===== config.mk =====
export PLATFORM = sky130hd
export DESIGN_NAME = ultrasonic_range_sequencer_unit
export DESIGN_NICKNAME = d
export VERILOG_FILES = /design/src/design/urs_pkg.sv /design/src/design/urs_cfg_regs.sv /design/src/design/urs_sequencer.sv /design/src/design/urs_datapath.sv /design/src/design/ultrasonic_range_sequencer_unit.sv
export SDC_FILE = /design/constraint.sdc
export NUM_CORES = 1
export LEC_CHECK = 0
export BUFFER_PORTS_ARGS = -buffer_cell sky130_fd_sc_hd__clkbuf_2
export CELL_PAD_IN_SITES_DETAIL_PLACEMENT = 2
export CELL_PAD_IN_SITES_GLOBAL_PLACEMENT = 2
export CORE_ASPECT_RATIO = 1.2
export CORE_MARGIN = 10
export CORE_UTILIZATION = 25
export DETAILED_ROUTE_END_ITERATION = 16
export PLACE_DENSITY_LB_ADDON = 0.25
export SYNTH_ARGS = -nofsm -noshare
export SYNTH_HDL_FRONTEND = slang
export SYNTH_HIERARCHICAL = 1
export SYNTH_SLANG_ARGS = --single-unit
export TNS_END_PERCENT = 30

===== constraint.sdc =====
create_clock -name clk_i -period 5.15 [get_ports clk_i]
set_input_delay 0.7725 -clock clk_i [delete_from_list [all_inputs] [get_ports clk_i]]
set_output_delay 0.7725 -clock clk_i [all_outputs]
set_load 0.005 [all_outputs]

===== src/design/urs_pkg.sv =====
// ----------------------------------------------------------------------------
// urs_pkg
// Shared types, constants and the microcode program of the range sequencer.
// ----------------------------------------------------------------------------
package urs_pkg;

  // Field and counter widths
  localparam int unsigned CNT_W    = 24;
  localparam int unsigned THR_W    = 16;
  localparam int unsigned ECNT_W   = 16;
  localparam int unsigned CHAR_W   = 7;
  localparam int unsigned PC_W     = 5;
  localparam int unsigned DCNT_W   = 5;
  localparam int unsigned QSAT_W   = 10;
  localparam int unsigned DIGIT_W  = 4;
  localparam int unsigned REM100_W = 7;

  // Configuration port
  localparam int unsigned PADDR_W  = 5;
  localparam int unsigned PDATA_W  = 32;
  localparam int unsigned REGIDX_W = 3;

  localparam logic [REGIDX_W-1:0] REG_TRIGGER_TICKS  = 3'd0;
  localparam logic [REGIDX_W-1:0] REG_WAIT_TIMEOUT   = 3'd1;
  localparam logic [REGIDX_W-1:0] REG_ECHO_TIMEOUT   = 3'd2;
  localparam logic [REGIDX_W-1:0] REG_TICKS_PER_UNIT = 3'd3;
  localparam logic [REGIDX_W-1:0] REG_GAP_TICKS      = 3'd4;

  // Register reset values
  localparam logic [THR_W-1:0] RST_TRIGGER_TICKS  = 16'd20;
  localparam logic [THR_W-1:0] RST_WAIT_TIMEOUT   = 16'd60000;
  localparam logic [THR_W-1:0] RST_ECHO_TIMEOUT   = 16'd60000;
  localparam logic [THR_W-1:0] RST_TICKS_PER_UNIT = 16'd116;
  localparam logic [CNT_W-1:0] RST_GAP_TICKS      = 24'd120000;

  // Report arithmetic
  localparam logic [ECNT_W-1:0] ECNT_MAX   = 16'hFFFF;
  localparam logic [ECNT_W-1:0] QUOT_MAX   = 16'd999;
  localparam logic [DCNT_W-1:0] DIV_STEPS  = 5'd16;
  localparam logic [5:0]        RECIP_100  = 6'd41;   // q*41 >> 12 == q/100 for q < 1000
  localparam logic [7:0]        RECIP_10   = 8'd205;  // r*205 >> 11 == r/10 for r < 100
  localparam logic [6:0]        HUNDRED    = 7'd100;
  localparam logic [3:0]        TEN        = 4'd10;

  localparam logic [CHAR_W-1:0] CHAR_ZERO  = 7'd48;
  localparam logic [CHAR_W-1:0] CHAR_CR    = 7'd13;
  localparam logic [CHAR_W-1:0] CHAR_LF    = 7'd10;

  typedef enum logic [1:0] {
    PH_TRIGGER = 2'd0,
    PH_WAIT    = 2'd1,
    PH_MEASURE = 2'd2,
    PH_GAP     = 2'd3
  } phase_e;

  // Datapath operations
  typedef enum logic [4:0] {
    OP_NOP,
    OP_LATCH,
    OP_TRIG_UPD,
    OP_WAIT_UPD,
    OP_GAP_UPD,
    OP_MEAS_START,
    OP_MEAS_UPD,
    OP_REP_INIT,
    OP_DIV_STEP,
    OP_SAT,
    OP_HUND,
    OP_REM,
    OP_TENS,
    OP_ONES,
    OP_EMIT_HUND,
    OP_EMIT_TENS,
    OP_EMIT_ONES,
    OP_EMIT_CR,
    OP_EMIT_LF,
    OP_EMIT_IDLE,
    OP_EMIT_TRIG
  } op_e;

  // Step hold conditions
  typedef enum logic [1:0] {
    HOLD_NONE,
    HOLD_IN,
    HOLD_OUT
  } hold_e;

  // Jump conditions
  typedef enum logic [3:0] {
    JC_NEXT,
    JC_ALWAYS,
    JC_PH_TRIG,
    JC_PH_WAIT,
    JC_PH_MEAS,
    JC_ECHO,
    JC_NO_ECHO,
    JC_ECHO_TO,
    JC_DIV_MORE
  } jcond_e;

  typedef struct packed {
    op_e              op;
    hold_e            hold;
    jcond_e           jc;
    logic [PC_W-1:0]  target;
  } ucode_t;

  // Control word as seen by the datapath (op is NOP while the step holds)
  typedef struct packed {
    op_e op;
  } ctrl_t;

  // Condition flags from the datapath
  typedef struct packed {
    logic ph_trig;
    logic ph_wait;
    logic ph_meas;
    logic echo;
    logic echo_to_hit;
    logic div_more;
    logic out_busy;
  } status_t;

  typedef struct packed {
    logic [THR_W-1:0] trigger_ticks;
    logic [THR_W-1:0] wait_timeout;
    logic [THR_W-1:0] echo_timeout;
    logic [THR_W-1:0] ticks_per_unit;
    logic [CNT_W-1:0] gap_ticks;
  } cfg_t;

  // Program addresses
  localparam logic [PC_W-1:0] PC_FETCH      = 5'd0;
  localparam logic [PC_W-1:0] PC_DISP_TRIG  = 5'd1;
  localparam logic [PC_W-1:0] PC_DISP_WAIT  = 5'd2;
  localparam logic [PC_W-1:0] PC_DISP_MEAS  = 5'd3;
  localparam logic [PC_W-1:0] PC_GAP        = 5'd4;
  localparam logic [PC_W-1:0] PC_TRIG       = 5'd5;
  localparam logic [PC_W-1:0] PC_WAIT       = 5'd6;
  localparam logic [PC_W-1:0] PC_WAIT_LOW   = 5'd7;
  localparam logic [PC_W-1:0] PC_RISE       = 5'd8;
  localparam logic [PC_W-1:0] PC_MEAS       = 5'd9;
  localparam logic [PC_W-1:0] PC_MEAS_UPD   = 5'd10;
  localparam logic [PC_W-1:0] PC_MEAS_TO    = 5'd11;
  localparam logic [PC_W-1:0] PC_MEAS_DONE  = 5'd12;
  localparam logic [PC_W-1:0] PC_REP_INIT   = 5'd13;
  localparam logic [PC_W-1:0] PC_DIV        = 5'd14;
  localparam logic [PC_W-1:0] PC_SAT        = 5'd15;
  localparam logic [PC_W-1:0] PC_HUND       = 5'd16;
  localparam logic [PC_W-1:0] PC_REM        = 5'd17;
  localparam logic [PC_W-1:0] PC_TENS       = 5'd18;
  localparam logic [PC_W-1:0] PC_ONES       = 5'd19;
  localparam logic [PC_W-1:0] PC_EMIT_HUND  = 5'd20;
  localparam logic [PC_W-1:0] PC_EMIT_TENS  = 5'd21;
  localparam logic [PC_W-1:0] PC_EMIT_ONES  = 5'd22;
  localparam logic [PC_W-1:0] PC_EMIT_CR    = 5'd23;
  localparam logic [PC_W-1:0] PC_EMIT_LF    = 5'd24;
  localparam logic [PC_W-1:0] PC_EMIT_IDLE  = 5'd25;
  localparam logic [PC_W-1:0] PC_EMIT_TRIG  = 5'd26;

  function automatic ucode_t uc(input op_e op, input hold_e hold, input jcond_e jc,
                                input logic [PC_W-1:0] target);
    ucode_t w;
    w.op     = op;
    w.hold   = hold;
    w.jc     = jc;
    w.target = target;
    return w;
  endfunction

  // Microcode program ROM
  function automatic ucode_t urs_rom(input logic [PC_W-1:0] pc);
    ucode_t w;
    unique case (pc)
      PC_FETCH:     w = uc(OP_LATCH,      HOLD_IN,   JC_NEXT,     PC_FETCH);
      PC_DISP_TRIG: w = uc(OP_NOP,        HOLD_NONE, JC_PH_TRIG,  PC_TRIG);
      PC_DISP_WAIT: w = uc(OP_NOP,        HOLD_NONE, JC_PH_WAIT,  PC_WAIT);
      PC_DISP_MEAS: w = uc(OP_NOP,        HOLD_NONE, JC_PH_MEAS,  PC_MEAS);
      PC_GAP:       w = uc(OP_GAP_UPD,    HOLD_NONE, JC_ALWAYS,   PC_EMIT_IDLE);
      PC_TRIG:      w = uc(OP_TRIG_UPD,   HOLD_NONE, JC_ALWAYS,   PC_EMIT_TRIG);
      PC_WAIT:      w = uc(OP_NOP,        HOLD_NONE, JC_ECHO,     PC_RISE);
      PC_WAIT_LOW:  w = uc(OP_WAIT_UPD,   HOLD_NONE, JC_ALWAYS,   PC_EMIT_IDLE);
      PC_RISE:      w = uc(OP_MEAS_START, HOLD_NONE, JC_NEXT,     PC_FETCH);
      PC_MEAS:      w = uc(OP_NOP,        HOLD_NONE, JC_NO_ECHO,  PC_REP_INIT);
      PC_MEAS_UPD:  w = uc(OP_MEAS_UPD,   HOLD_NONE, JC_NEXT,     PC_FETCH);
      PC_MEAS_TO:   w = uc(OP_NOP,        HOLD_NONE, JC_ECHO_TO,  PC_REP_INIT);
      PC_MEAS_DONE: w = uc(OP_NOP,        HOLD_NONE, JC_ALWAYS,   PC_EMIT_IDLE);
      PC_REP_INIT:  w = uc(OP_REP_INIT,   HOLD_NONE, JC_NEXT,     PC_FETCH);
      PC_DIV:       w = uc(OP_DIV_STEP,   HOLD_NONE, JC_DIV_MORE, PC_DIV);
      PC_SAT:       w = uc(OP_SAT,        HOLD_NONE, JC_NEXT,     PC_FETCH);
      PC_HUND:      w = uc(OP_HUND,       HOLD_NONE, JC_NEXT,     PC_FETCH);
      PC_REM:       w = uc(OP_REM,        HOLD_NONE, JC_NEXT,     PC_FETCH);
      PC_TENS:      w = uc(OP_TENS,       HOLD_NONE, JC_NEXT,     PC_FETCH);
      PC_ONES:      w = uc(OP_ONES,       HOLD_NONE, JC_NEXT,     PC_FETCH);
      PC_EMIT_HUND: w = uc(OP_EMIT_HUND,  HOLD_OUT,  JC_NEXT,     PC_FETCH);
      PC_EMIT_TENS: w = uc(OP_EMIT_TENS,  HOLD_OUT,  JC_NEXT,     PC_FETCH);
      PC_EMIT_ONES: w = uc(OP_EMIT_ONES,  HOLD_OUT,  JC_NEXT,     PC_FETCH);
      PC_EMIT_CR:   w = uc(OP_EMIT_CR,    HOLD_OUT,  JC_NEXT,     PC_FETCH);
      PC_EMIT_LF:   w = uc(OP_EMIT_LF,    HOLD_OUT,  JC_ALWAYS,   PC_FETCH);
      PC_EMIT_IDLE: w = uc(OP_EMIT_IDLE,  HOLD_OUT,  JC_ALWAYS,   PC_FETCH);
      PC_EMIT_TRIG: w = uc(OP_EMIT_TRIG,  HOLD_OUT,  JC_ALWAYS,   PC_FETCH);
      default:      w = uc(OP_NOP,        HOLD_NONE, JC_ALWAYS,   PC_FETCH);
    endcase
    return w;
  endfunction

endpackage


===== src/design/urs_cfg_regs.sv =====
// ----------------------------------------------------------------------------
// urs_cfg_regs
// APB-style configuration registers: timing thresholds and report divisor.
// ----------------------------------------------------------------------------
module urs_cfg_regs (
  input  logic                         clk_i,
  input  logic                         rst_ni,
  input  logic                         psel,
  input  logic                         penable,
  input  logic                         pwrite,
  input  logic [urs_pkg::PADDR_W-1:0]  paddr,
  input  logic [urs_pkg::PDATA_W-1:0]  pwdata,
  output logic [urs_pkg::PDATA_W-1:0]  prdata,
  output logic                         pready,
  output urs_pkg::cfg_t                cfg_o
);
  import urs_pkg::*;

  cfg_t                cfg_q;
  logic [REGIDX_W-1:0] idx;
  logic                wr_en;

  assign idx    = paddr[PADDR_W-1:2];
  assign wr_en  = psel && penable && pwrite;
  assign pready = 1'b1;
  assign cfg_o  = cfg_q;

  // Register write
  always_ff @(posedge clk_i or negedge rst_ni) begin
    if (!rst_ni) begin
      cfg_q.trigger_ticks  <= RST_TRIGGER_TICKS;
      cfg_q.wait_timeout   <= RST_WAIT_TIMEOUT;
      cfg_q.echo_timeout   <= RST_ECHO_TIMEOUT;
      cfg_q.ticks_per_unit <= RST_TICKS_PER_UNIT;
      cfg_q.gap_ticks      <= RST_GAP_TICKS;
    end else if (wr_en) begin
      unique case (idx)
        REG_TRIGGER_TICKS:  cfg_q.trigger_ticks  <= pwdata[THR_W-1:0];
        REG_WAIT_TIMEOUT:   cfg_q.wait_timeout   <= pwdata[THR_W-1:0];
        REG_ECHO_TIMEOUT:   cfg_q.echo_timeout   <= pwdata[THR_W-1:0];
        REG_TICKS_PER_UNIT: cfg_q.ticks_per_unit <= pwdata[THR_W-1:0];
        REG_GAP_TICKS:      cfg_q.gap_ticks      <= pwdata[CNT_W-1:0];
        default: ;
      endcase
    end
  end

  // Read mux
  always_comb begin
    unique case (idx)
      REG_TRIGGER_TICKS:  prdata = PDATA_W'(cfg_q.trigger_ticks);
      REG_WAIT_TIMEOUT:   prdata = PDATA_W'(cfg_q.wait_timeout);
      REG_ECHO_TIMEOUT:   prdata = PDATA_W'(cfg_q.echo_timeout);
      REG_TICKS_PER_UNIT: prdata = PDATA_W'(cfg_q.ticks_per_unit);
      REG_GAP_TICKS:      prdata = PDATA_W'(cfg_q.gap_ticks);
      default:            prdata = '0;
    endcase
  end

endmodule


===== src/design/urs_sequencer.sv =====
// ----------------------------------------------------------------------------
// urs_sequencer
// Step counter over the microcode ROM with hold and conditional jumps.
// ----------------------------------------------------------------------------
module urs_sequencer (
  input  logic             clk_i,
  input  logic             rst_ni,
  input  logic             in_valid_i,
  input  urs_pkg::status_t sts_i,
  output urs_pkg::ctrl_t   ctrl_o,
  output logic             in_stall_o
);
  import urs_pkg::*;

  logic [PC_W-1:0] pc_q, pc_d;
  ucode_t          uw;
  logic            held;
  logic            jump;

  assign uw         = urs_rom(pc_q);
  assign in_stall_o = (pc_q != PC_FETCH);

  // Hold and jump decode
  always_comb begin
    unique case (uw.hold)
      HOLD_IN:  held = !in_valid_i;
      HOLD_OUT: held = sts_i.out_busy;
      default:  held = 1'b0;
    endcase
    unique case (uw.jc)
      JC_ALWAYS:   jump = 1'b1;
      JC_PH_TRIG:  jump = sts_i.ph_trig;
      JC_PH_WAIT:  jump = sts_i.ph_wait;
      JC_PH_MEAS:  jump = sts_i.ph_meas;
      JC_ECHO:     jump = sts_i.echo;
      JC_NO_ECHO:  jump = !sts_i.echo;
      JC_ECHO_TO:  jump = sts_i.echo_to_hit;
      JC_DIV_MORE: jump = sts_i.div_more;
      default:     jump = 1'b0;
    endcase
  end

  // Next step
  always_comb begin
    ctrl_o.op = held ? OP_NOP : uw.op;
    if (held) begin
      pc_d = pc_q;
    end else if (jump) begin
      pc_d = uw.target;
    end else begin
      pc_d = pc_q + PC_W'(1);
    end
  end

  always_ff @(posedge clk_i or negedge rst_ni) begin
    if (!rst_ni) begin
      pc_q <= PC_FETCH;
    end else begin
      pc_q <= pc_d;
    end
  end

`ifndef ASSERT_OFF
  // A fetched word always goes on to the phase dispatch
  a_fetch_dispatch: assert property (@(posedge clk_i) disable iff (!rst_ni)
    (pc_q == PC_FETCH && in_valid_i) |=> (pc_q == PC_DISP_TRIG))
    else $error("fetch did not advance to dispatch");

  // Divide loop runs exactly sixteen steps
  a_div_len: assert property (@(posedge clk_i) disable iff (!rst_ni)
    (pc_q == PC_REP_INIT) |=> ##16 (pc_q == PC_SAT))
    else $error("divide loop length wrong");

  // Output-holding steps never advance while the output is blocked
  a_emit_hold: assert property (@(posedge clk_i) disable iff (!rst_ni)
    (uw.hold == HOLD_OUT && sts_i.out_busy) |=> $stable(pc_q))
    else $error("emit step advanced while output blocked");
`endif

endmodule


===== src/design/urs_datapath.sv =====
// ----------------------------------------------------------------------------
// urs_datapath
// Phase and tick counters, restoring divider, digit split and output register.
// ----------------------------------------------------------------------------
module urs_datapath (
  input  logic                          clk_i,
  input  logic                          rst_ni,
  input  urs_pkg::ctrl_t                ctrl_i,
  input  urs_pkg::cfg_t                 cfg_i,
  input  logic                          echo_level_i,
  output urs_pkg::status_t              sts_o,
  output logic                          out_valid_o,
  input  logic                          out_stall_i,
  output logic                          trigger_level_o,
  output logic                          char_valid_o,
  output logic [urs_pkg::CHAR_W-1:0]    char_code_o,
  output logic                          last_o
);
  import urs_pkg::*;

  // Control state
  phase_e             phase_q;
  logic [CNT_W-1:0]   pcnt_q;
  logic [ECNT_W-1:0]  ecnt_q;
  logic [DCNT_W-1:0]  dcnt_q;
  logic               out_valid_q;

  // Working registers
  logic               echo_q;
  logic [ECNT_W-1:0]  dvd_q;
  logic [ECNT_W-1:0]  rem_q;
  logic [QSAT_W-1:0]  qs_q;
  logic [DIGIT_W-1:0] hund_q;
  logic [REM100_W-1:0] r100_q;
  logic [DIGIT_W-1:0] tens_q;
  logic [DIGIT_W-1:0] ones_q;
  logic               out_trig_q;
  logic               out_cv_q;
  logic [CHAR_W-1:0]  out_code_q;
  logic               out_last_q;

  logic [CNT_W-1:0]   pcnt_inc;
  logic [ECNT_W+1:0]  trial;
  logic [15:0]        hund_prod;
  logic [QSAT_W-1:0]  r100_full;
  logic [14:0]        tens_prod;
  logic [DIGIT_W-1:0] ones_val;
  logic               is_emit;
  logic               emit_trig;
  logic               emit_cv;
  logic [CHAR_W-1:0]  emit_code;
  logic               emit_last;

  // Arithmetic
  assign pcnt_inc  = pcnt_q + CNT_W'(1);
  assign trial     = {2'b00, rem_q[ECNT_W-2:0], dvd_q[ECNT_W-1]} - {2'b00, cfg_i.ticks_per_unit}
                     + {1'b0, rem_q[ECNT_W-1], {ECNT_W{1'b0}}};
  assign hund_prod = 16'(qs_q) * 16'(RECIP_100);
  assign r100_full = qs_q - QSAT_W'(hund_q) * QSAT_W'(HUNDRED);
  assign tens_prod = 15'(r100_q) * 15'(RECIP_10);
  assign ones_val  = DIGIT_W'(r100_q - REM100_W'(tens_q) * REM100_W'(TEN));

  // Status flags
  assign sts_o.ph_trig     = (phase_q == PH_TRIGGER);
  assign sts_o.ph_wait     = (phase_q == PH_WAIT);
  assign sts_o.ph_meas     = (phase_q == PH_MEASURE);
  assign sts_o.echo        = echo_q;
  assign sts_o.echo_to_hit = (pcnt_q >= CNT_W'(cfg_i.echo_timeout));
  assign sts_o.div_more    = (dcnt_q != DCNT_W'(1));
  assign sts_o.out_busy    = out_valid_q && out_stall_i;

  // Output word select
  always_comb begin
    is_emit   = 1'b1;
    emit_trig = 1'b0;
    emit_cv   = 1'b1;
    emit_last = 1'b0;
    emit_code = '0;
    case (ctrl_i.op)
      OP_EMIT_HUND: emit_code = CHAR_ZERO + CHAR_W'(hund_q);
      OP_EMIT_TENS: emit_code = CHAR_ZERO + CHAR_W'(tens_q);
      OP_EMIT_ONES: emit_code = CHAR_ZERO + CHAR_W'(ones_q);
      OP_EMIT_CR:   emit_code = CHAR_CR;
      OP_EMIT_LF: begin
        emit_code = CHAR_LF;
        emit_last = 1'b1;
      end
      OP_EMIT_IDLE, OP_EMIT_TRIG: begin
        emit_trig = (ctrl_i.op == OP_EMIT_TRIG);
        emit_cv   = 1'b0;
        emit_last = 1'b1;
      end
      default: is_emit = 1'b0;
    endcase
  end

  // Phase sequencing, counters and output valid
  always_ff @(posedge clk_i or negedge rst_ni) begin
    if (!rst_ni) begin
      phase_q     <= PH_TRIGGER;
      pcnt_q      <= '0;
      ecnt_q      <= '0;
      dcnt_q      <= '0;
      out_valid_q <= 1'b0;
    end else begin
      unique case (ctrl_i.op)
        OP_TRIG_UPD: begin
          if (pcnt_inc >= CNT_W'(cfg_i.trigger_ticks)) begin
            phase_q <= PH_WAIT;
            pcnt_q  <= '0;
          end else begin
            pcnt_q  <= pcnt_inc;
          end
        end
        OP_WAIT_UPD: begin
          if (pcnt_inc >= CNT_W'(cfg_i.wait_timeout)) begin
            phase_q <= PH_MEASURE;
            pcnt_q  <= '0;
            ecnt_q  <= '0;
          end else begin
            pcnt_q  <= pcnt_inc;
          end
        end
        OP_GAP_UPD: begin
          if (pcnt_inc >= cfg_i.gap_ticks) begin
            phase_q <= PH_TRIGGER;
            pcnt_q  <= '0;
          end else begin
            pcnt_q  <= pcnt_inc;
          end
        end
        OP_MEAS_START: begin
          phase_q <= PH_MEASURE;
          pcnt_q  <= '0;
          ecnt_q  <= '0;
        end
        OP_MEAS_UPD: begin
          if (ecnt_q != ECNT_MAX) begin
            ecnt_q <= ecnt_q + ECNT_W'(1);
          end
          pcnt_q <= pcnt_inc;
        end
        OP_REP_INIT: begin
          pcnt_q  <= '0;
          phase_q <= (cfg_i.gap_ticks == '0) ? PH_TRIGGER : PH_GAP;
          dcnt_q  <= DIV_STEPS;
        end
        OP_DIV_STEP: dcnt_q <= dcnt_q - DCNT_W'(1);
        default: ;
      endcase
      if (is_emit) begin
        out_valid_q <= 1'b1;
      end else if (!out_stall_i) begin
        out_valid_q <= 1'b0;
      end
    end
  end

  // Divider, digit split and output payload
  always_ff @(posedge clk_i) begin
    case (ctrl_i.op)
      OP_LATCH: echo_q <= echo_level_i;
      OP_REP_INIT: begin
        dvd_q <= ecnt_q;
        rem_q <= '0;
      end
      OP_DIV_STEP: begin
        if (!trial[ECNT_W+1]) begin
          rem_q <= trial[ECNT_W-1:0];
          dvd_q <= {dvd_q[ECNT_W-2:0], 1'b1};
        end else begin
          rem_q <= {rem_q[ECNT_W-2:0], dvd_q[ECNT_W-1]};
          dvd_q <= {dvd_q[ECNT_W-2:0], 1'b0};
        end
      end
      OP_SAT:  qs_q   <= (dvd_q > QUOT_MAX) ? QSAT_W'(QUOT_MAX) : dvd_q[QSAT_W-1:0];
      OP_HUND: hund_q <= hund_prod[15:12];
      OP_REM:  r100_q <= r100_full[REM100_W-1:0];
      OP_TENS: tens_q <= tens_prod[14:11];
      OP_ONES: ones_q <= ones_val;
      default: ;
    endcase
    if (is_emit) begin
      out_trig_q <= emit_trig;
      out_cv_q   <= emit_cv;
      out_code_q <= emit_code;
      out_last_q <= emit_last;
    end
  end

  assign out_valid_o     = out_valid_q;
  assign trigger_level_o = out_trig_q;
  assign char_valid_o    = out_cv_q;
  assign char_code_o     = out_code_q;
  assign last_o          = out_last_q;

`ifndef ASSERT_OFF
  // Split digits are decimal when they are sent
  a_digit_range: assert property (@(posedge clk_i) disable iff (!rst_ni)
    (ctrl_i.op == OP_EMIT_HUND) |-> (hund_q <= 4'd9 && tens_q <= 4'd9 && ones_q <= 4'd9))
    else $error("report digit out of range");

  // A word without a character is always the only word of its tick
  a_plain_last: assert property (@(posedge clk_i) disable iff (!rst_ni)
    (out_valid_q && !out_cv_q) |-> out_last_q)
    else $error("plain word not marked last");

  // The report leaves the measure phase with a cleared phase counter
  a_rep_phase: assert property (@(posedge clk_i) disable iff (!rst_ni)
    (ctrl_i.op == OP_REP_INIT) |=> (phase_q != PH_MEASURE && pcnt_q == '0))
    else $error("report did not leave measure phase");
`endif

endmodule


===== src/design/ultrasonic_range_sequencer_unit.sv =====
// ----------------------------------------------------------------------------
// ultrasonic_range_sequencer_unit
// Ultrasonic echo-ranging sequencer: trigger, wait, measure and gap phases per
// timer tick, with an ASCII distance report at the end of each measurement.
// ----------------------------------------------------------------------------
//  channel  direction  handshake                words per tick
//  in       input      in_valid_i / in_stall_o  one tick word (echo_level_i)
//  out      output     out_valid_o / out_stall_i one, or five on a report tick
//  cfg      input      APB psel/penable/pwrite  register write or read
//
// A tick holds the sequencer from fetch through the microcode steps of its
// phase; its word is registered at the emit step that ends the tick. The tick
// that ends a measurement also runs the restoring divide, the digit split and
// the emit steps.
// Reset brings the sequencer to its fetch step, the trigger phase, zero counts
// and the register defaults. A stalled output holds the emit step, and the
// input stays stalled until the program returns to fetch.
// ----------------------------------------------------------------------------
module ultrasonic_range_sequencer_unit (
  input  logic                         clk_i,
  input  logic                         rst_ni,
  input  logic                         in_valid_i,
  output logic                         in_stall_o,
  input  logic                         echo_level_i,
  output logic                         out_valid_o,
  input  logic                         out_stall_i,
  output logic                         trigger_level_o,
  output logic                         char_valid_o,
  output logic [urs_pkg::CHAR_W-1:0]   char_code_o,
  output logic                         last_o,
  input  logic                         psel,
  input  logic                         penable,
  input  logic                         pwrite,
  input  logic [urs_pkg::PADDR_W-1:0]  paddr,
  input  logic [urs_pkg::PDATA_W-1:0]  pwdata,
  output logic [urs_pkg::PDATA_W-1:0]  prdata,
  output logic                         pready
);
  import urs_pkg::*;

  cfg_t    cfg;
  ctrl_t   ctrl;
  status_t sts;

  urs_cfg_regs u_cfg (
    .clk_i   (clk_i),
    .rst_ni  (rst_ni),
    .psel    (psel),
    .penable (penable),
    .pwrite  (pwrite),
    .paddr   (paddr),
    .pwdata  (pwdata),
    .prdata  (prdata),
    .pready  (pready),
    .cfg_o   (cfg)
  );

  urs_sequencer u_seq (
    .clk_i      (clk_i),
    .rst_ni     (rst_ni),
    .in_valid_i (in_valid_i),
    .sts_i      (sts),
    .ctrl_o     (ctrl),
    .in_stall_o (in_stall_o)
  );

  urs_datapath u_dp (
    .clk_i           (clk_i),
    .rst_ni          (rst_ni),
    .ctrl_i          (ctrl),
    .cfg_i           (cfg),
    .echo_level_i    (echo_level_i),
    .sts_o           (sts),
    .out_valid_o     (out_valid_o),
    .out_stall_i     (out_stall_i),
    .trigger_level_o (trigger_level_o),
    .char_valid_o    (char_valid_o),
    .char_code_o     (char_code_o),
    .last_o          (last_o)
  );

endmodule

After elaboration in Yosys (flattened, before gate mapping)
Memories as Yosys holds them, arrays and structs flattened.
Cells that the tools add are included.
{ "totals": {"memories": 1, "mem_bits_ro": 512, "latchBits": 0, "mem_bits_rw": 0, "register_bits": 213, "word_cells": 139, "input_bits": 45, "output_inout_bits": 45} }
{ "op_classes": {"n_addsub": 11, "div_mod_pow": 0, "magnitude_cmp": 5, "reduce_logical": 24, "mux": 28, "n_mul": 4, "shifts": 0, "eq_ne": 43, "n_bitwise": 0} }
{ "mem_list": {"columns": ["name", "depth", "word_bits", "rd", "rd_ports_with_merged_regs", "write_ports", "line", "rtl"], "rows": [
  ["(name not given)", 32, 16, 1, 0, 0, "urs_pkg.sv:174", "unique case (pc)"]
]} }
{ "ops": {"columns": ["operator", "n"], "rows": [
  ["$pmux 24 s5", 2],
  ["$ge 24x16->1", 3],
  ["$mux 24", 3],
  ["$pmux 16 s2", 2],
  ["$mux 16", 3],
  ["$pmux 16 s3", 1],
  ["$eq 5x4->1 const B", 8],
  ["$pmux 7 s5", 1],
  ["$eq 5x5->1 const B", 5],
  ["$add 24x1->24 const B", 1],
  ["$ge 24x24->1", 1],
  ["$logic_not 24->1", 1],
  ["$add 6x4->7 const A", 3],
  ["$eq 5x3->1 const B", 4],
  ["$add 18x17->18", 1],
  ["$sub 16x16->17", 1],
  ["$add 16x1->16 const B", 1],
  ["$eq 4x3->1 const B", 4],
  ["$gt 16x10->1 const B", 1],
  ["$mul 10x6->16 const B", 1],
  ["$ne 16x16->1 const B", 1],
  ["$mul 7x8->15 const B", 1],
  ["$reduce_bool 5->1", 3],
  ["$eq 5x2->1 const B", 2],
  ["other kinds (36)", 61]
]} }

Depth between registers and ports, before layout
An unclocked memory read counts as a cell.
{ "logic_depth": {"ltp_word": 8, "depth_mapped": 19, "ltp_nobuf": 18} }

Cells and area by module
The synthesis kept the hierarchy.
{ "modules_own_cells": {"columns": ["mod", "seq_area_each_um2", "area_each_um2", "cells_each", "n_inst"], "rows": [
  ["urs_datapath", 3303.2, 10177.3, 1118, 1],
  ["urs_cfg_regs", 2235.9, 4169.0, 292, 1],
  ["urs_sequencer", 125.1, 924.6, 122, 1]
]} }

Worst setup path before layout
No wires, ideal clock.
{ "synth_timing": {"kind": "flip-flop to flip-flop", "from": "register u_dp.r100_q[4]", "to": "register u_dp.tens_q[3], data pin", "period_less_slack_ps": 3981, "path_buffers": 0, "arrival_ps": 3724, "setup_ps": 258, "setup_slack_ps": 1169, "required_time_ps": 4892, "stages_incl_launch_ff": 16, "path_cell_list": "edfxtp_1 > ha_1 > ha_1 > inv_1 > fa_1 > inv_1 > fa_1 > ha_1 > a31o_2 > a21o_1 > a21o_1 > a21oi_1 > nor2b_1 > or4_1 > a31oi_1 > xnor2_1"} }
{ "synth_via": {"elab_chain_len": 1} }
{ "synth_rtl": {"columns": ["element", "line", "rtl"], "rows": [
  ["from (decl)", "urs_datapath.sv:34", "logic [REM100_W-1:0] r100_q;"],
  ["from (signal assigned)", "urs_datapath.sv:178", "OP_REM: r100_q <= r100_full[REM100_W-1:0];"],
  ["$mul 7x8->15", "urs_datapath.sv:60", "assign tens_prod = 15'(r100_q) * 15'(RECIP_10);"],
  ["named net u_dp.tens_prod[14]", "urs_datapath.sv:46", "logic [14:0] tens_prod;"],
  ["to (signal assigned)", "urs_datapath.sv:179", "OP_TENS: tens_q <= tens_prod[14:11];"],
  ["to (decl)", "urs_datapath.sv:35", "logic [DIGIT_W-1:0] tens_q;"]
]} }
The timed path passes the listed nets, and every way through them passes these cells.
A chain may end at the register's enable or synchronous reset.

Worst setup path in the final report
{ "layout_timing": {"from": "register u_dp.pcnt_q[1]", "to": "register u_dp.pcnt_q[20]"} }
{ "layout_via": {"elab_chain_len": 4, "elab_cells_between_ends": 8, "cone_classes": "add/sub: 1; order compare: 3; mux: 4"} }
{ "layout_rtl": {"columns": ["element", "line", "rtl"], "rows": [
  ["from (decl)", "urs_datapath.sv:23", "logic [CNT_W-1:0] pcnt_q;"],
  ["from (signal assigned)", "urs_datapath.sv:112", "pcnt_q <= pcnt_inc;"],
  ["from (signal assigned)", "urs_datapath.sv:121", "pcnt_q <= pcnt_inc;"],
  ["from (signal assigned)", "urs_datapath.sv:129", "pcnt_q <= pcnt_inc;"],
  ["$add 24x1->24 (*)", "urs_datapath.sv:55", "assign pcnt_inc = pcnt_q + CNT_W'(1);"],
  ["$ge 24x24->1, or another cell as far along", "urs_datapath.sv:125", "if (pcnt_inc >= cfg_i.gap_ticks) begin"],
  ["$mux 24, on equally long branches", "urs_datapath.sv:125, urs_datapath.sv:108, urs_datapath.sv:116", null],
  ["$pmux 24 s5 (*)", "urs_datapath.sv:106", "unique case (ctrl_i.op)"]
]} }
Every way passes the cells marked *; elsewhere a longest branch is shown, timed or not.

==> results.cfg <==
[critical_path]
timing.critical_path.required_ns = 5.65
timing.critical_path.from_type = flop
cp_cell_sequence = ha_1 -> nand3_1 -> nor2b_1 -> nand3_1 -> nor2_2 -> xor2_1 -> ha_1 -> and4_1 -> a311oi_1 -> o21ai_0 -> a21oi_1 -> o21ai_0 -> o31a_1 -> a31oi_1 -> o221ai_4 -> buf_4 -> o21ai_0 -> a21o_1
critPathKind = flop to flop
critical_path.max_stage_delay_ns = 0.44
worst_path_most_repeated_cell = o21ai_0
crit_path_max_fanout = 16
critical_path_arrival_ns = 5.15
worst_setup_ep_type = flop
critPathSlowestCell = dfrtp_1

[floorplan]
ios = 90
fp.dieW_um = 246
core_region_area_um2 = 60700
die_height_um = 291
floorplan.initialDensity_pct = 25.2
placement_rows = 99
floorplan.die_area_um2 = 71400

[cts]
path_clk_slew_ns = 0.06
cts_max_level = 1
clock_latency_ns = 0.60
cts_inserted_buffers = 29
post_cts_hold_buffers = 0
clock_tree.buffer_depth = 3
root_buffer = clkbuf_16
tritoncts = built
clock_sink_count = 211

[synth]
postSynthCellCount = 1532
synth_sequential_area_ratio_pct = 37.1
synthesis.area_um2 = 15300
netlist.top_cell.by_area = dfrtp_1
postSynth.asyncResetShare_pct = 66.8
synthTopCellsByArea = dfrtp_1, ha_1, edfxtp_1, mux2_2, dfstp_2
netlist.area_leader.share_pct = 18.7
synth_warnings = 6
synth_enable_flop_cells = 70
ys_types = 88
synth_seq_cells = 211
syn_avg_cell_area_um2 = 9.97
synth_top_flop_cell = dfrtp_1

[placement]
place_hpwl_mm = 36.2
port_buffers = 69
placed_cell_area_um2 = 16600
gp_congestion = 0.784

[timing]
final.period_utilization_pct = 90.2
final.setup_skew_ns = 0.0474
hold_viol_final = 0
period_minus_ws_final_ns = 4.64
setup-violations-final = 0
timing.max_slew.rel_slack_pct = 25.4
tightestPinTransition_ns = 1.12
timing_max_transition_violations_final = 0
highest_clock_rate_mhz = 215

[global_routing]
gr-total-overflow = 0
grt_max_degree = 60
first_global_vias = 13200
antenna_found_initial = 1
wire_length_of_the_first_global_routing_pass_mm = 76.6
globalRouteTotalUtil_pct = 13.4

[layout]
area_growth_syn_to_layout_pct = 15.2
finish.instance_area_um2 = 17600
final_core_util_pct = 29.0
nFillCells = 6739
ratio_of_cells_with_drive_above_1_in_the_final_layout_pct = 20.6
nets = 1843

[power_and_ir_drop]
irDropWorstVdd_uv = 337
p_int_mw = 5.08
power_per_cell_area_nw_per_um2 = 490
share_seq_of_total_power_pct = 29.2
netSwitchingFraction_pct = 41.1
p_switching_mw = 3.54
share_comb_of_total_power_pct = 46.1
power.share.clock_pct = 24.7
power.static_leakage_nw = 8.03

[drt]
vias_per_cell = 4.80
routed_wirelength_mm = 48.0
route.antenna.remaining_nets = 0
drt_pre_antenna_iters = 4
post_route_drc_violation_count = 0
count_of_vias_placed_by_the_detailed_router = 11700
1st_iter_drt_viols = 452
routed_wire_length_per_instance_um = 19.7

[outcome]
status = finished, final reports clean

[min_path]
min_path_type = input port to asynchronous set/reset pin

[run]
cap_violations = 0
==> stage by stage <==
step | instances | setup WS (ns) | TNS (ns) | total power [mW] | hold slack (ns)
after floorplan | 1539 | 1.17 | 0 | 5.21 | 0.449
after global placement | 2385 | 0.558 | 0 | 6.43 | 0.503
after detailed placement | 2385 | 0.392 | 0 | 6.60 | 0.518
after CTS | 2439 | 0.296 | 0 | 8.82 | 0.163
after global routing | 2439 | -0.00166 | -0.00166 | 9.38 | 0.196
final | 2440 | 0.505 | 0 | 8.63 | 0.169
==> cells in the mapped netlist, drive strengths merged (9+ instances only) <==
library cell and number:
o21ai 86, nand4 16, nand2 124, xnor2 37
a32oi 16, nor3 22, nand2b 29, fa 15
a211oi 9, xor2 16, o211ai 10, inv 159
dfstp 27, clkbuf 34, nor4 13, mux2 105
or2 17, and3 18, a22oi 19, buf 34
and2 21, nand3 29, edfxtp 70, a21o 31
ha 175, dfrtp 114, nor2 88, nor2b 18
o21a 14, mux2i 22, a21oi 45
==> layout by cell type, fill, tap and decap left out, drive strengths merged, types with 13 or more instances in the layout <==
master and count:
ha 175, inv 160, nand2 124, dfrtp 114, clkbuf 108, mux2 105
nor2 88, o21ai 86, edfxtp 70, a21oi 45, buf 38, xnor2 37
a21o 31, nand3 29, nand2b 29, dfstp 27, mux2i 22, nor3 22
and2 21, a22oi 19, nor2b 18, and3 18, or2 17, a32oi 16
xor2 16, nand4 16, fa 15, o21a 14, nor4 13
==> registers in the layout, indices dropped and copies added, names as in the netlist <==
register / cells
u_cfg/cfg_o: 88
u_dp/pcnt_q: 24
u_dp/dvd_q: 16
u_dp/ecnt_q: 16
u_dp/rem_q: 16
u_dp/qs_q: 10
u_dp/r100_q: 7
u_dp/char_code_o: 5
u_dp/dcnt_q: 5
u_seq/pc_q: 5
u_dp/hund_q: 4
u_dp/ones_q: 4
u_dp/tens_q: 4
u_dp/phase_q: 2
u_dp/char_valid_o: 1
u_dp/echo_q: 1
u_dp/last_o: 1
u_dp/out_valid_o: 1
u_dp/trigger_level_o: 1
==> critical path: cells and delay by family (launching register included) <==
kind,cells,cell delay (ns)
xor+xnor,1,0.43
fa+ha+maj,2,0.60
compound gates,9,1.90
buf+inv,1,0.22
flops,1,0.44
simple gates,5,0.97
==> logic make-up after synthesis <==
kind of cell / Yosys count / share of synthesized area, %
mux: 127 / 9.43
compound gates: 294 / 13.2
xor+xnor: 53 / 3.04
flops: 211 / 37.1
fa+ha+maj: 190 / 16.3
other cells: 3 / 0.0737
simple gates: 427 / 14.4
buf+inv: 227 / 6.42
==> layout make-up <==
cell class / count / area, um2 / area share, %
multi-input combinational: 1101 / 8680 / 49.3
sequential: 211 / 5660 / 32.2
tap: 808 / 1010 / 5.75
clock buffer: 40 / 848 / 4.82
timing repair buffer: 106 / 629 / 3.58
inverter: 159 / 597 / 3.39
clock inverter: 14 / 163 / 0.924
antenna: 1 / 2.50 / 0.0142
==> path summary, 6_finish.rpt <==
path	from	end	slack (ns)	cells past startpoint
worst max-delay path	u_dp/pcnt_q[1]	u_dp/pcnt_q[20]	0.51	18
worst min-delay path	rst_ni	u_cfg/cfg_o[42]	0.17	1
worst max register to register	u_dp/pcnt_q[1]	u_dp/pcnt_q[20]	0.51	18
worst min register to register	u_dp/ecnt_q[15]	u_dp/ecnt_q[15]	0.52	1
max in group asynchronous	rst_ni	u_dp/dcnt_q[3]	3.89	2
min in group clk_i	pwdata[18]	u_cfg/cfg_o[18]	0.41	2
==> routing by layer <==
| metal | track usage, % | up-vias | wire (um) |
|---|---|---|---|
| met1 | 16.4 | 5987 | 21000 |
| met5 | 0 | - | 0 |
| met2 | 23.9 | 113 | 24600 |
| li1 | - | 5565 | - |
| met4 | 3.57 | 0 | 1090 |
| met3 | 1.84 | 48 | 1230 |
==> power by group through the flow <==
stage / clock network (mW) / logic, mW / registers, mW
2_1_floorplan: 0 / 2.80 / 2.41
3_3_place_gp: 0 / 3.89 / 2.54
3_5_place_dp: 0 / 4.04 / 2.56
4_1_cts: 2.21 / 4.08 / 2.53
5_1_grt: 2.28 / 4.51 / 2.59
6_report: 2.13 / 3.98 / 2.52
==> timing repair <==
action                     CTS  global route
setup endpoints to repair    0            11
resized for setup            0             2
setup buffers                0             0
No activity file was read; power rests on OpenSTA's default activity.
